--- config.mk ---
export PLATFORM = sky130hd
export DESIGN_NAME = arp_responder_cache_core
export DESIGN_NICKNAME = d
export VERILOG_FILES = /design/src/sv/arc_pkg.sv /design/src/sv/arc_cell.sv /design/src/sv/arp_responder_cache_core.sv
export SDC_FILE = /design/constraint.sdc
export NUM_CORES = 2
export LEC_CHECK = 0
export BUFFER_PORTS_ARGS = -buffer_cell sky130_fd_sc_hd__buf_2
export CORE_MARGIN = 2
export CORE_UTILIZATION = 30
export DETAILED_ROUTE_END_ITERATION = 10
export GPL_TIMING_DRIVEN = 0
export PLACE_DENSITY_LB_ADDON = 0.1
export SLEW_MARGIN = 40
export SYNTH_ARGS = -nofsm -noshare
export SYNTH_HDL_FRONTEND = slang
export SYNTH_SLANG_ARGS = --single-unit
--- constraint.sdc ---
create_clock -name clock -period 15.7 [get_ports clock]
set_clock_uncertainty 0.2 [all_clocks]
set_input_delay 0.785 -clock clock [delete_from_list [all_inputs] [get_ports clock]]
set_output_delay 0.785 -clock clock [all_outputs]
set_load 0.01 [all_outputs]
--- src/sv/arc_pkg.sv ---
`timescale 1ns / 1ps
// Shared types and constants for the ARP responder cache.
package arc_pkg;

   // Command codes carried on the request tuser.
   localparam logic [1:0] CMD_PACKET = 2'd0;
   localparam logic [1:0] CMD_LOOKUP = 2'd1;
   localparam logic [1:0] CMD_CLEAR  = 2'd2;

   // Result status codes.
   localparam logic [1:0] STATUS_OK     = 2'd0;
   localparam logic [1:0] STATUS_REJECT = 2'd1;
   localparam logic [1:0] STATUS_FULL   = 2'd2;

   // Configuration register indexes.
   localparam logic CSR_LOCAL_IP  = 1'b0;
   localparam logic CSR_LOCAL_MAC = 1'b1;

   // Accepted ARP header values.
   localparam logic [15:0] HTYPE_ETHERNET = 16'h0001;
   localparam logic [15:0] PTYPE_IPV4     = 16'h0800;
   localparam logic [7:0]  HLEN_MAC       = 8'd6;
   localparam logic [7:0]  PLEN_IPV4      = 8'd4;
   localparam logic [15:0] OPCODE_REQUEST = 16'h0001;

   // Entry index width; covers the largest supported cache of 256 entries.
   localparam int ARC_IDX_W = 8;

   // Search token that walks down the row of cells.
   typedef struct packed {
      logic                 valid;
      logic [31:0]          key;
      logic                 hit;
      logic [ARC_IDX_W-1:0] hit_idx;
      logic [47:0]          hit_mac;
      logic                 free;
      logic [ARC_IDX_W-1:0] free_idx;
   } arc_token_type;

   // Write and clear command broadcast to every cell.
   typedef struct packed {
      logic                 en;
      logic                 clear;
      logic [ARC_IDX_W-1:0] idx;
      logic [31:0]          ip;
      logic [47:0]          mac;
   } arc_write_type;

endpackage

--- src/sv/arc_cell.sv ---
`timescale 1ns / 1ps
// One cache entry cell: holds an entry and updates the passing search token.
module arc_cell
   import arc_pkg::*;
#(
   parameter int CELL_INDEX = 0
) (
   input  logic          clock,
   input  logic          reset,
   input  arc_token_type tok_in,
   output arc_token_type tok_out,
   input  arc_write_type wr
);

   logic          valid_ff;
   logic          valid_in;
   logic [31:0]   ip_ff;
   logic [47:0]   mac_ff;
   arc_token_type tok_ff;
   arc_token_type tok_in_upd;
   logic          wr_here;

   assign wr_here = wr.en && (wr.idx == ARC_IDX_W'(CELL_INDEX));

   // Entry valid bit: cleared by reset or a cache clear, set by a write.
   always_comb begin
      valid_in = valid_ff;
      if (wr.clear) begin
         valid_in = 1'b0;
      end else if (wr_here) begin
         valid_in = 1'b1;
      end
   end

   always_ff @(posedge clock) begin
      if (reset) begin
         valid_ff <= 1'b0;
      end else begin
         valid_ff <= valid_in;
      end
   end

   // Entry contents are written only by a targeted write.
   always_ff @(posedge clock) begin
      if (wr_here) begin
         ip_ff  <= wr.ip;
         mac_ff <= wr.mac;
      end
   end

   // The first match and the first free entry along the row win.
   always_comb begin
      tok_in_upd = tok_in;
      if (!tok_in.hit && valid_ff && (ip_ff == tok_in.key)) begin
         tok_in_upd.hit     = 1'b1;
         tok_in_upd.hit_idx = ARC_IDX_W'(CELL_INDEX);
         tok_in_upd.hit_mac = mac_ff;
      end
      if (!tok_in.free && !valid_ff) begin
         tok_in_upd.free     = 1'b1;
         tok_in_upd.free_idx = ARC_IDX_W'(CELL_INDEX);
      end
   end

   always_ff @(posedge clock) begin
      if (reset) begin
         tok_ff <= '0;
      end else begin
         tok_ff <= tok_in_upd;
      end
   end

   assign tok_out = tok_ff;

endmodule

--- src/sv/arp_responder_cache_core.sv ---
`timescale 1ns / 1ps
// ARP responder with an IPv4-to-MAC cache built as a row of entry cells.
// The search token moves one cell per cycle through the row of ENTRIES cells;
// a new request is taken only after the previous result has moved to the
// output register, where a finished word may wait while the next request is
// taken.
// Reset (synchronous, active high) clears all valid bits, the control state
// and both configuration registers.
module arp_responder_cache_core
   import arc_pkg::*;
#(
   parameter int ENTRIES = 16
) (
   input  logic         clock,
   input  logic         reset,
   // Request channel.
   input  logic         req_tvalid,
   output logic         req_tready,
   // tdata: htype[15:0], ptype[31:16], hlen[39:32], plen[47:40],
   // opcode[63:48], sender_mac[111:64], sender_ip[143:112], tgt_ip[175:144]
   input  logic [175:0] req_tdata,
   // tuser: cmd[1:0]
   input  logic [1:0]   req_tuser,
   // Result channel.
   output logic         rsp_tvalid,
   input  logic         rsp_tready,
   // tdata: status[1:0], send_reply[2], reply_dest_mac[50:3],
   // reply_dest_ip[82:51], lookup_hit[83], lookup_mac[131:84], zero[135:132]
   output logic [135:0] rsp_tdata,
   // Configuration write channel.
   input  logic         csr_valid,
   output logic         csr_ready,
   input  logic         csr_index,
   input  logic [47:0]  csr_data
);

   localparam logic [1:0] ST_IDLE = 2'd0;
   localparam logic [1:0] ST_SCAN = 2'd1;
   localparam logic [1:0] ST_DONE = 2'd2;

   logic [1:0]   state_ff, state_in;
   logic [31:0]  local_ip_ff;
   logic [47:0]  local_mac_ff;

   // Captured request.
   logic [1:0]   cmd_ff;
   logic [15:0]  htype_ff, ptype_ff, opcode_ff;
   logic [7:0]   hlen_ff, plen_ff;
   logic [47:0]  smac_ff;
   logic [31:0]  sip_ff, tip_ff;
   logic         launch_ff;

   // Pending result and output register.
   logic [131:0] res_ff, res_in;
   logic [135:0] rsp_data_ff;
   logic         rsp_valid_ff;

   arc_token_type tok [0:ENTRIES];
   arc_write_type wr;

   logic req_fire;
   logic finish;
   logic rsp_load;
   logic fmt_ok;

   assign req_tready = (state_ff == ST_IDLE);
   assign req_fire   = req_tvalid && req_tready;
   assign csr_ready  = 1'b1;
   assign finish     = (state_ff == ST_SCAN) && tok[ENTRIES].valid;
   assign rsp_load   = (state_ff == ST_DONE) && (!rsp_valid_ff || rsp_tready);

   // Configuration registers.
   always_ff @(posedge clock) begin
      if (reset) begin
         local_ip_ff  <= '0;
         local_mac_ff <= '0;
      end else if (csr_valid && csr_ready) begin
         case (csr_index)
            CSR_LOCAL_IP:  local_ip_ff  <= csr_data[31:0];
            CSR_LOCAL_MAC: local_mac_ff <= csr_data;
            default: ;
         endcase
      end
   end

   // Request capture.
   always_ff @(posedge clock) begin
      if (req_fire) begin
         cmd_ff    <= req_tuser;
         htype_ff  <= req_tdata[15:0];
         ptype_ff  <= req_tdata[31:16];
         hlen_ff   <= req_tdata[39:32];
         plen_ff   <= req_tdata[47:40];
         opcode_ff <= req_tdata[63:48];
         smac_ff   <= req_tdata[111:64];
         sip_ff    <= req_tdata[143:112];
         tip_ff    <= req_tdata[175:144];
      end
   end

   // Sequencer state.
   always_comb begin
      state_in = state_ff;
      case (state_ff)
         ST_IDLE: if (req_fire) state_in = ST_SCAN;
         ST_SCAN: if (finish) state_in = ST_DONE;
         ST_DONE: if (rsp_load) state_in = ST_IDLE;
         default: state_in = ST_IDLE;
      endcase
   end

   always_ff @(posedge clock) begin
      if (reset) begin
         state_ff  <= ST_IDLE;
         launch_ff <= 1'b0;
      end else begin
         state_ff  <= state_in;
         launch_ff <= req_fire;
      end
   end

   // Token entering the first cell: lookups search the target, packets the sender.
   always_comb begin
      tok[0]       = '0;
      tok[0].valid = launch_ff;
      tok[0].key   = (cmd_ff == CMD_LOOKUP) ? tip_ff : sip_ff;
   end

   // Row of entry cells.
   for (genvar g = 0; g < ENTRIES; g++) begin : g_cell
      arc_cell #(
         .CELL_INDEX(g)
      ) u_cell (
         .clock  (clock),
         .reset  (reset),
         .tok_in (tok[g]),
         .tok_out(tok[g+1]),
         .wr     (wr)
      );
   end

   assign fmt_ok = (htype_ff == HTYPE_ETHERNET) && (ptype_ff == PTYPE_IPV4) &&
                   (hlen_ff == HLEN_MAC) && (plen_ff == PLEN_IPV4);

   // Decision at the end of the scan: cache update and result word.
   always_comb begin
      logic [1:0]  status;
      logic        send;
      logic [47:0] dmac;
      logic [31:0] dip;
      logic        hit;
      logic [47:0] lmac;
      status   = STATUS_OK;
      send     = 1'b0;
      dmac     = '0;
      dip      = '0;
      hit      = 1'b0;
      lmac     = '0;
      wr       = '0;
      wr.ip    = sip_ff;
      wr.mac   = smac_ff;
      wr.idx   = tok[ENTRIES].hit ? tok[ENTRIES].hit_idx : tok[ENTRIES].free_idx;
      case (cmd_ff)
         CMD_PACKET: begin
            if (!fmt_ok) begin
               status = STATUS_REJECT;
            end else begin
               if (tok[ENTRIES].hit || tok[ENTRIES].free) begin
                  wr.en = finish;
               end else begin
                  status = STATUS_FULL;
               end
               if ((opcode_ff == OPCODE_REQUEST) && (tip_ff == local_ip_ff)) begin
                  send = 1'b1;
                  dmac = smac_ff;
                  dip  = sip_ff;
               end
            end
         end
         CMD_LOOKUP: begin
            hit  = tok[ENTRIES].hit;
            lmac = tok[ENTRIES].hit ? tok[ENTRIES].hit_mac : 48'd0;
         end
         CMD_CLEAR: begin
            wr.clear = finish;
         end
         default: ;
      endcase
      res_in = {lmac, hit, dip, dmac, send, status};
   end

   always_ff @(posedge clock) begin
      if (finish) begin
         res_ff <= res_in;
      end
   end

   // Output register.
   always_ff @(posedge clock) begin
      if (reset) begin
         rsp_valid_ff <= 1'b0;
      end else if (rsp_load) begin
         rsp_valid_ff <= 1'b1;
      end else if (rsp_tready) begin
         rsp_valid_ff <= 1'b0;
      end
   end

   always_ff @(posedge clock) begin
      if (rsp_load) begin
         rsp_data_ff <= {4'b0000, res_ff};
      end
   end

   assign rsp_tvalid = rsp_valid_ff;
   assign rsp_tdata  = rsp_data_ff;

   // The local MAC is the sender address of the outgoing reply frame, which is
   // built downstream; it is stored here but not driven to any port.
   logic unused_mac;
   assign unused_mac = ^local_mac_ff;

endmodule
After elaboration in Yosys (flattened, before gate mapping). Index checks and enable logic that the tools add are counted.

Register bits after elaboration: 3326. Input port bits: 232. Output and inout bits: 139. Word-level logic and storage cells: 459.

Equality and inequality tests: 44. Muxes and demuxes: 47. Bitwise gates (word level): 2. Reductions and logical operators: 158.

Operators with widths (count): two-way mux 57 bit (16); == test 32 bit (17); two-way mux 9 bit (16); logical AND 1 bit (69); == test 8 x 4 -> 1 bit (second input constant) (8); OR reduction 2 bit (32); == test 8 x 3 -> 1 bit (second input constant) (6); zero test 1 bit (46); == test 16 x 1 -> 1 bit (second input constant) (2); two-way mux 32 bit (1); == test 16 x 12 -> 1 bit (second input constant) (1); == test 8 x 2 -> 1 bit (second input constant) (2); == test 8 x 1 -> 1 bit (second input constant) (1); zero test 8 bit (1); two-way mux 1 bit (8); two-way mux 2 bit (4); two-way mux 8 bit (1); case mux 2 bit (3 select lines) (1); AND reduction 2 bit (3); AND reduction 3 bit (2); == test 2 x 1 -> 1 bit (second input constant) (2); == test 2 bit (second input constant) (2); zero test 2 bit (2); != test 2 bit (second input constant) (2); 4 further kinds (6).

Depth between registers and ports, before layout.
Depth in word-level cells: 7. Depth in mapped cells: 11. Gate-level depth less buffers: 6.

Cells and area by module. Synthesis repeated with hierarchy kept, for this count alone.

Cell total of the unflattened synthesis: 8203. Area, all modules: 119215.6 µm².

Modules (own cells, without submodules): arc_cell at g_cell[10].u_cell ... (instances 5, cells each 450, area an instance 6343.6 µm², sequential area each 4404.2 µm²); arc_cell at g_cell[11].u_cell ... (instances 4, cells each 453, area an instance 6351.1 µm², sequential area each 4404.2 µm²); arc_cell at g_cell[1].u_cell ... (instances 4, cells each 449, area an instance 6337.3 µm², sequential area each 4404.2 µm²); arp_responder_cache_core (instances 1, cells each 993, area an instance 17725.8 µm², sequential area each 13993.4 µm²); arc_cell at g_cell[15].u_cell (instances 1, cells each 453, area an instance 6346.1 µm², sequential area each 4404.2 µm²); arc_cell at g_cell[3].u_cell (instances 1, cells each 451, area an instance 6341.1 µm², sequential area each 4404.2 µm²); arc_cell at g_cell[0].u_cell (instances 1, cells each 448, area an instance 6331.1 µm², sequential area each 4404.2 µm²).

Worst setup path before layout. Ideal clock, no wire load.

Kind: reg2reg. From: register state_ff[1]. To: register g_cell[10].u_cell.ip_ff[0] (enable). Setup time: 619 ps. Data arrival time: 10935 ps. Required time: 14881 ps. Slack: 3946 ps. Cell stages (with the launch flop): 5. Period minus slack after synthesis: 11754 ps. Cell sequence: dfxtp_1 and3b_1 clkbuf_1 nand4b_1 nor3_1.

Cells in the longest elaborated chain, start to end: 6.

Ends and longest elaborated chain: from (decl) (line arp_responder_cache_core.sv:41) `logic [1:0] state_ff, state_in;`; from (signal assigned) (line arp_responder_cache_core.sv:117) `state_ff <= state_in;`; == test 2 x 1 -> 1 bit (line arp_responder_cache_core.sv:69) `assign finish = (state_ff == ST_SCAN) && tok[ENTRIES].valid;`; logical AND 1 bit (line arp_responder_cache_core.sv:69); named net finish (line arp_responder_cache_core.sv:62) `logic finish;`; two-way mux 1 bit (line arp_responder_cache_core.sv:168) `if (tok[ENTRIES].hit || tok[ENTRIES].free) begin`; two-way mux 1 bit (line arp_responder_cache_core.sv:165) `if (!fmt_ok) begin`; two-way mux 1 bit (line arp_responder_cache_core.sv:163) `case (cmd_ff)`; logical AND 1 bit (line arc_cell.sv:23) `assign wr_here = wr.en && (wr.idx == ARC_IDX_W'(CELL_INDEX));`; named net g_cell[10].u_cell.wr_here (line arc_cell.sv:21) `logic wr_here;`; to (signal assigned) (line arc_cell.sv:46) `ip_ff <= wr.ip;`; to (decl) (line arc_cell.sv:17) `logic [31:0] ip_ff;`.

The timed path passes the listed nets, and every way through them passes these cells. A chain may end at the register's enable or synchronous reset.

Worst setup path after layout.
From: register hlen_ff[6]. To: register g_cell[14].u_cell.ip_ff[26] (enable).

Cells in the longest elaborated chain, start to end: 6.

Ends and longest elaborated chain: from (decl) (line arp_responder_cache_core.sv:48) `logic [7:0] hlen_ff, plen_ff;`; from (signal assigned) (line arp_responder_cache_core.sv:92) `hlen_ff <= req_tdata[39:32];`; == test 8 x 3 -> 1 bit (line arp_responder_cache_core.sv:143) `(hlen_ff == HLEN_MAC) && (plen_ff == PLEN_IPV4);`; logical AND 1 bit (line arp_responder_cache_core.sv:142) `assign fmt_ok = (htype_ff == HTYPE_ETHERNET) && (ptype_ff == PTYPE_IPV4) &&`; logical AND 1 bit (line arp_responder_cache_core.sv:143); two-way mux 1 bit (line arp_responder_cache_core.sv:165); two-way mux 1 bit (line arp_responder_cache_core.sv:163); logical AND 1 bit (line arc_cell.sv:23); named net g_cell[14].u_cell.wr_here (line arc_cell.sv:21); to (signal assigned) (line arc_cell.sv:46); to (decl) (line arc_cell.sv:17).

The timed path passes the listed nets, and every way through them passes these cells.

==> metrics.txt <==
first-pass GRT wire length a little over 400000 µm; via count 54990; iteration-0 DRC count of the detailed router 3368; area delta synth->final 23.91%; top-area cell type share of the netlist area 49.28%; initial antenna violation count 53; # clock sinks 3168; clock root cell clkbuf_16; GRT Total Usage ~16%; Synth Instances 6917; top achievable clock speed slightly above 0.2 GHz; Die H 595.4 µm; post-route cell area around 130000 µm²; core region area 348900 µm²; sequential area share after synthesis 76.87%; Post-synth EDFFs 1722; Placed Cells 12170; largest net degree at the start of global routing 44; Hold Slack 133.2 ps; fin crit share between 30% and 40%; # Max-Cap Violations 0; CTS tree yes; DR DRC count 0; status completed; Yosys cell types 53; Worst Tran Pin Value 894.9 ps; vias in the first global route 56690; Final Non-Filler Cells about 13000; CP Data Arrival Time 5270 ps; flip-flop and latch count after synthesis 3168; Routed Antenna Nets 0; Worst-path clk slew 60 ps; synth warn 0; most frequent cells in the layout 1722 x edfxtp_1, 1446 x dfxtp_1, 837 x nor2_1; Max Root-Sink Buffers 4; Overflow after GRT 0; final wirelength between 200000 and 300000 µm; final hold violations 0; area of the mapped netlist 104900 µm²; Area contributors post-synth edfxtp_1 49%, dfxtp_1 28%, mux2i_1 7.0%; Final setup viols 0; Slew HR 40.34%; fillers 33150; Async SR Flop Fraction 0%; power density cells 134.4 nW/µm²; WL/cell 21.44 µm; RSZ-0062 raised after global routing false; min Tclk post-route 4853 ps; Required @ worst endpoint 16110 ps; most common cell after layout, fill and taps aside edfxtp_1; Post-CTS Resized 0; first-pass detailed-route iteration total 6; Max Transition Viols Final 0; kind of critical path register to register; row cnt 217; total CTS buffers 352; share of cells above drive strength 1 16.05%; Placed Area 116100 µm²; Leak Pwr 49.69 nW; crit path capture type register; # IOs 371; Syn Area/Cell about 15 µm²; I/O Buffers 349; Startpoint Class register; VDD IR-drop max 0.08521 mV; die span in x between 500 and 600 µm; total negative setup slack 0 ps; DIE AREA approximately 350000 µm²; hold crit path type input pin to register; # Post-CTS Setup Buffers 0; critical path fanouts, max 8; worst-skew pair later-pin latency 930 ps; RD Place Congestion 0.7708; vias per inst 4.209; DP HPWL approximately 210000 µm; initial core utilization 30.08%; commonest register cell after synthesis edfxtp_1; Yosys top cell by area edfxtp_1; CTS H-tree depth 5; # nets final between 8000 and 9000
[worst max-delay path: stages (launching register included)]
cell and delay (ps):
edfxtp_1 370, nor4_1 320, nand4_1 330, nor4_4 420, buf_4 300, nand4b_1 580
nor3_2 670, buf_4 270, buf_2 220, buf_6 170, buf_2 210, buf_2 250
buf_2 250
[kinds of logic (layout without fill, tap and decap cells)]
family	count (synthesis)	after routing	share of synthesized area (%)
AND/OR/NAND/NOR	1946	1946	9.319
flip-flops	3168	3168	76.87
buffers and inverters	376	1907	1.426
other	2	22	0.007157
XOR/XNOR	530	530	4.424
multiplexers	742	742	7.084
AO/OA/AOI/OAI	153	153	0.8729
[where the power goes]
part | switching [mW] | leakage [nW] | internal, mW | total [mW]
clock | 3.39 | 5.71 | 4.86 | 8.25
combinational | 0.249 | 16.8 | 0.133 | 0.382
sequential | 0.0738 | 27.2 | 8.78 | 8.85
total | 3.71 | 49.7 | 13.8 | 17.5
[per-layer routing]
layer | vias up | part of all wire (%) | wire length, µm | track usage [%]
met5 | - | 0.0036 | 10 | 0
met3 | 427 | 5.1 | 14380 | 2.656
met4 | 2 | 2.6 | 7205 | 4.195
met1 | 26650 | 45 | 126000 | 20.82
li1 | 26650 | - | - | -
met2 | 1260 | 47 | 132500 | 26.00
[timing repair]
item | 4_1_cts | 5_1_grt
hold endpoints to repair | 211 | 0
endpoints found under the setup margin | 0 | 0
hold buffers | 211 | 0
[synthesized netlist by cell type (6+ instances only)]
cell / instances
nor2_1: 843
a21oi_1: 103
or4_1: 6
edfxtp_1: 1722
nand4_1: 59
xor2_1: 289
inv_1: 74
buf_4: 6
nand2_1: 159
o22ai_1: 6
nand2b_1: 8
and3_1: 48
o21a_1: 16
nor4_1: 137
and3b_1: 12
buf_1: 42
and2_1: 84
nor4_2: 12
mux2i_1: 739
dfxtp_1: 1446
nor4b_1: 7
buf_2: 30
xnor2_1: 241
clkbuf_1: 219
nand3_1: 27
nor3b_1: 17
nor2b_1: 475
and4_1: 6
nor3_1: 37
[registers in the layout, summed over array words and instances, names as in the netlist]
name                    cells
g_cell.u_cell.tok_out    1394
g_cell.u_cell.mac_ff      768
g_cell.u_cell.ip_ff       512
res_ff                    132
rsp_tdata                 132
smac_ff                    48
local_ip_ff                32
sip_ff                     32
tip_ff                     32
g_cell.u_cell.valid_ff     16
htype_ff                   16
opcode_ff                  16
ptype_ff                   16
hlen_ff                     8
plen_ff                     8
cmd_ff                      2
state_ff                    2
launch_ff                   1
rsp_tvalid                  1
[layout make-up]
| type | instances | area [µm²] | share of cell area (%) |
|---|---|---|---|
| Tap cell | 4599 | 5754 | 4.426 |
| Timing Repair Buffer | 873 | 7266 | 5.588 |
| Buffer | 302 | 1309 | 1.007 |
| Antenna cell | 17 | 42.54 | 0.03272 |
| Sequential cell | 3168 | 80660 | 62.03 |
| Clock inverter | 134 | 1478 | 1.136 |
| Inverter | 74 | 277.8 | 0.2136 |
| Multi-Input combinational cell | 3376 | 23040 | 17.72 |
| Clock buffer | 524 | 10200 | 7.846 |
[stage by stage]
step           setup slack [ps]  util, %  power [mW]
2_1_floorplan              3946        -       9.124
3_3_place_gp              -5766    32.23       9.350
3_5_place_dp              10750    33.27       9.378
4_1_cts                   10780    37.23       17.73
5_1_grt                   10500    37.26       18.07
6_report                  10850    37.27       17.48
[path summary, 6_finish.rpt]
path	start	end	slack, ps	cells after the start
max	hlen_ff[6]$_DFFE_PP_	g_cell[14].u_cell.ip_ff[26]$_DFFE_PP_	10850	12
min	csr_index	local_ip_ff[25]$_SDFFE_PP0P_	130	5
min reg2reg	res_ff[0]$_SDFFCE_PN0P_	rsp_tdata[0]$_DFFE_PP_	190	0
max reg2reg	hlen_ff[6]$_DFFE_PP_	g_cell[14].u_cell.ip_ff[26]$_DFFE_PP_	10850	12
No activity file was read; power rests on OpenSTA's default activity.
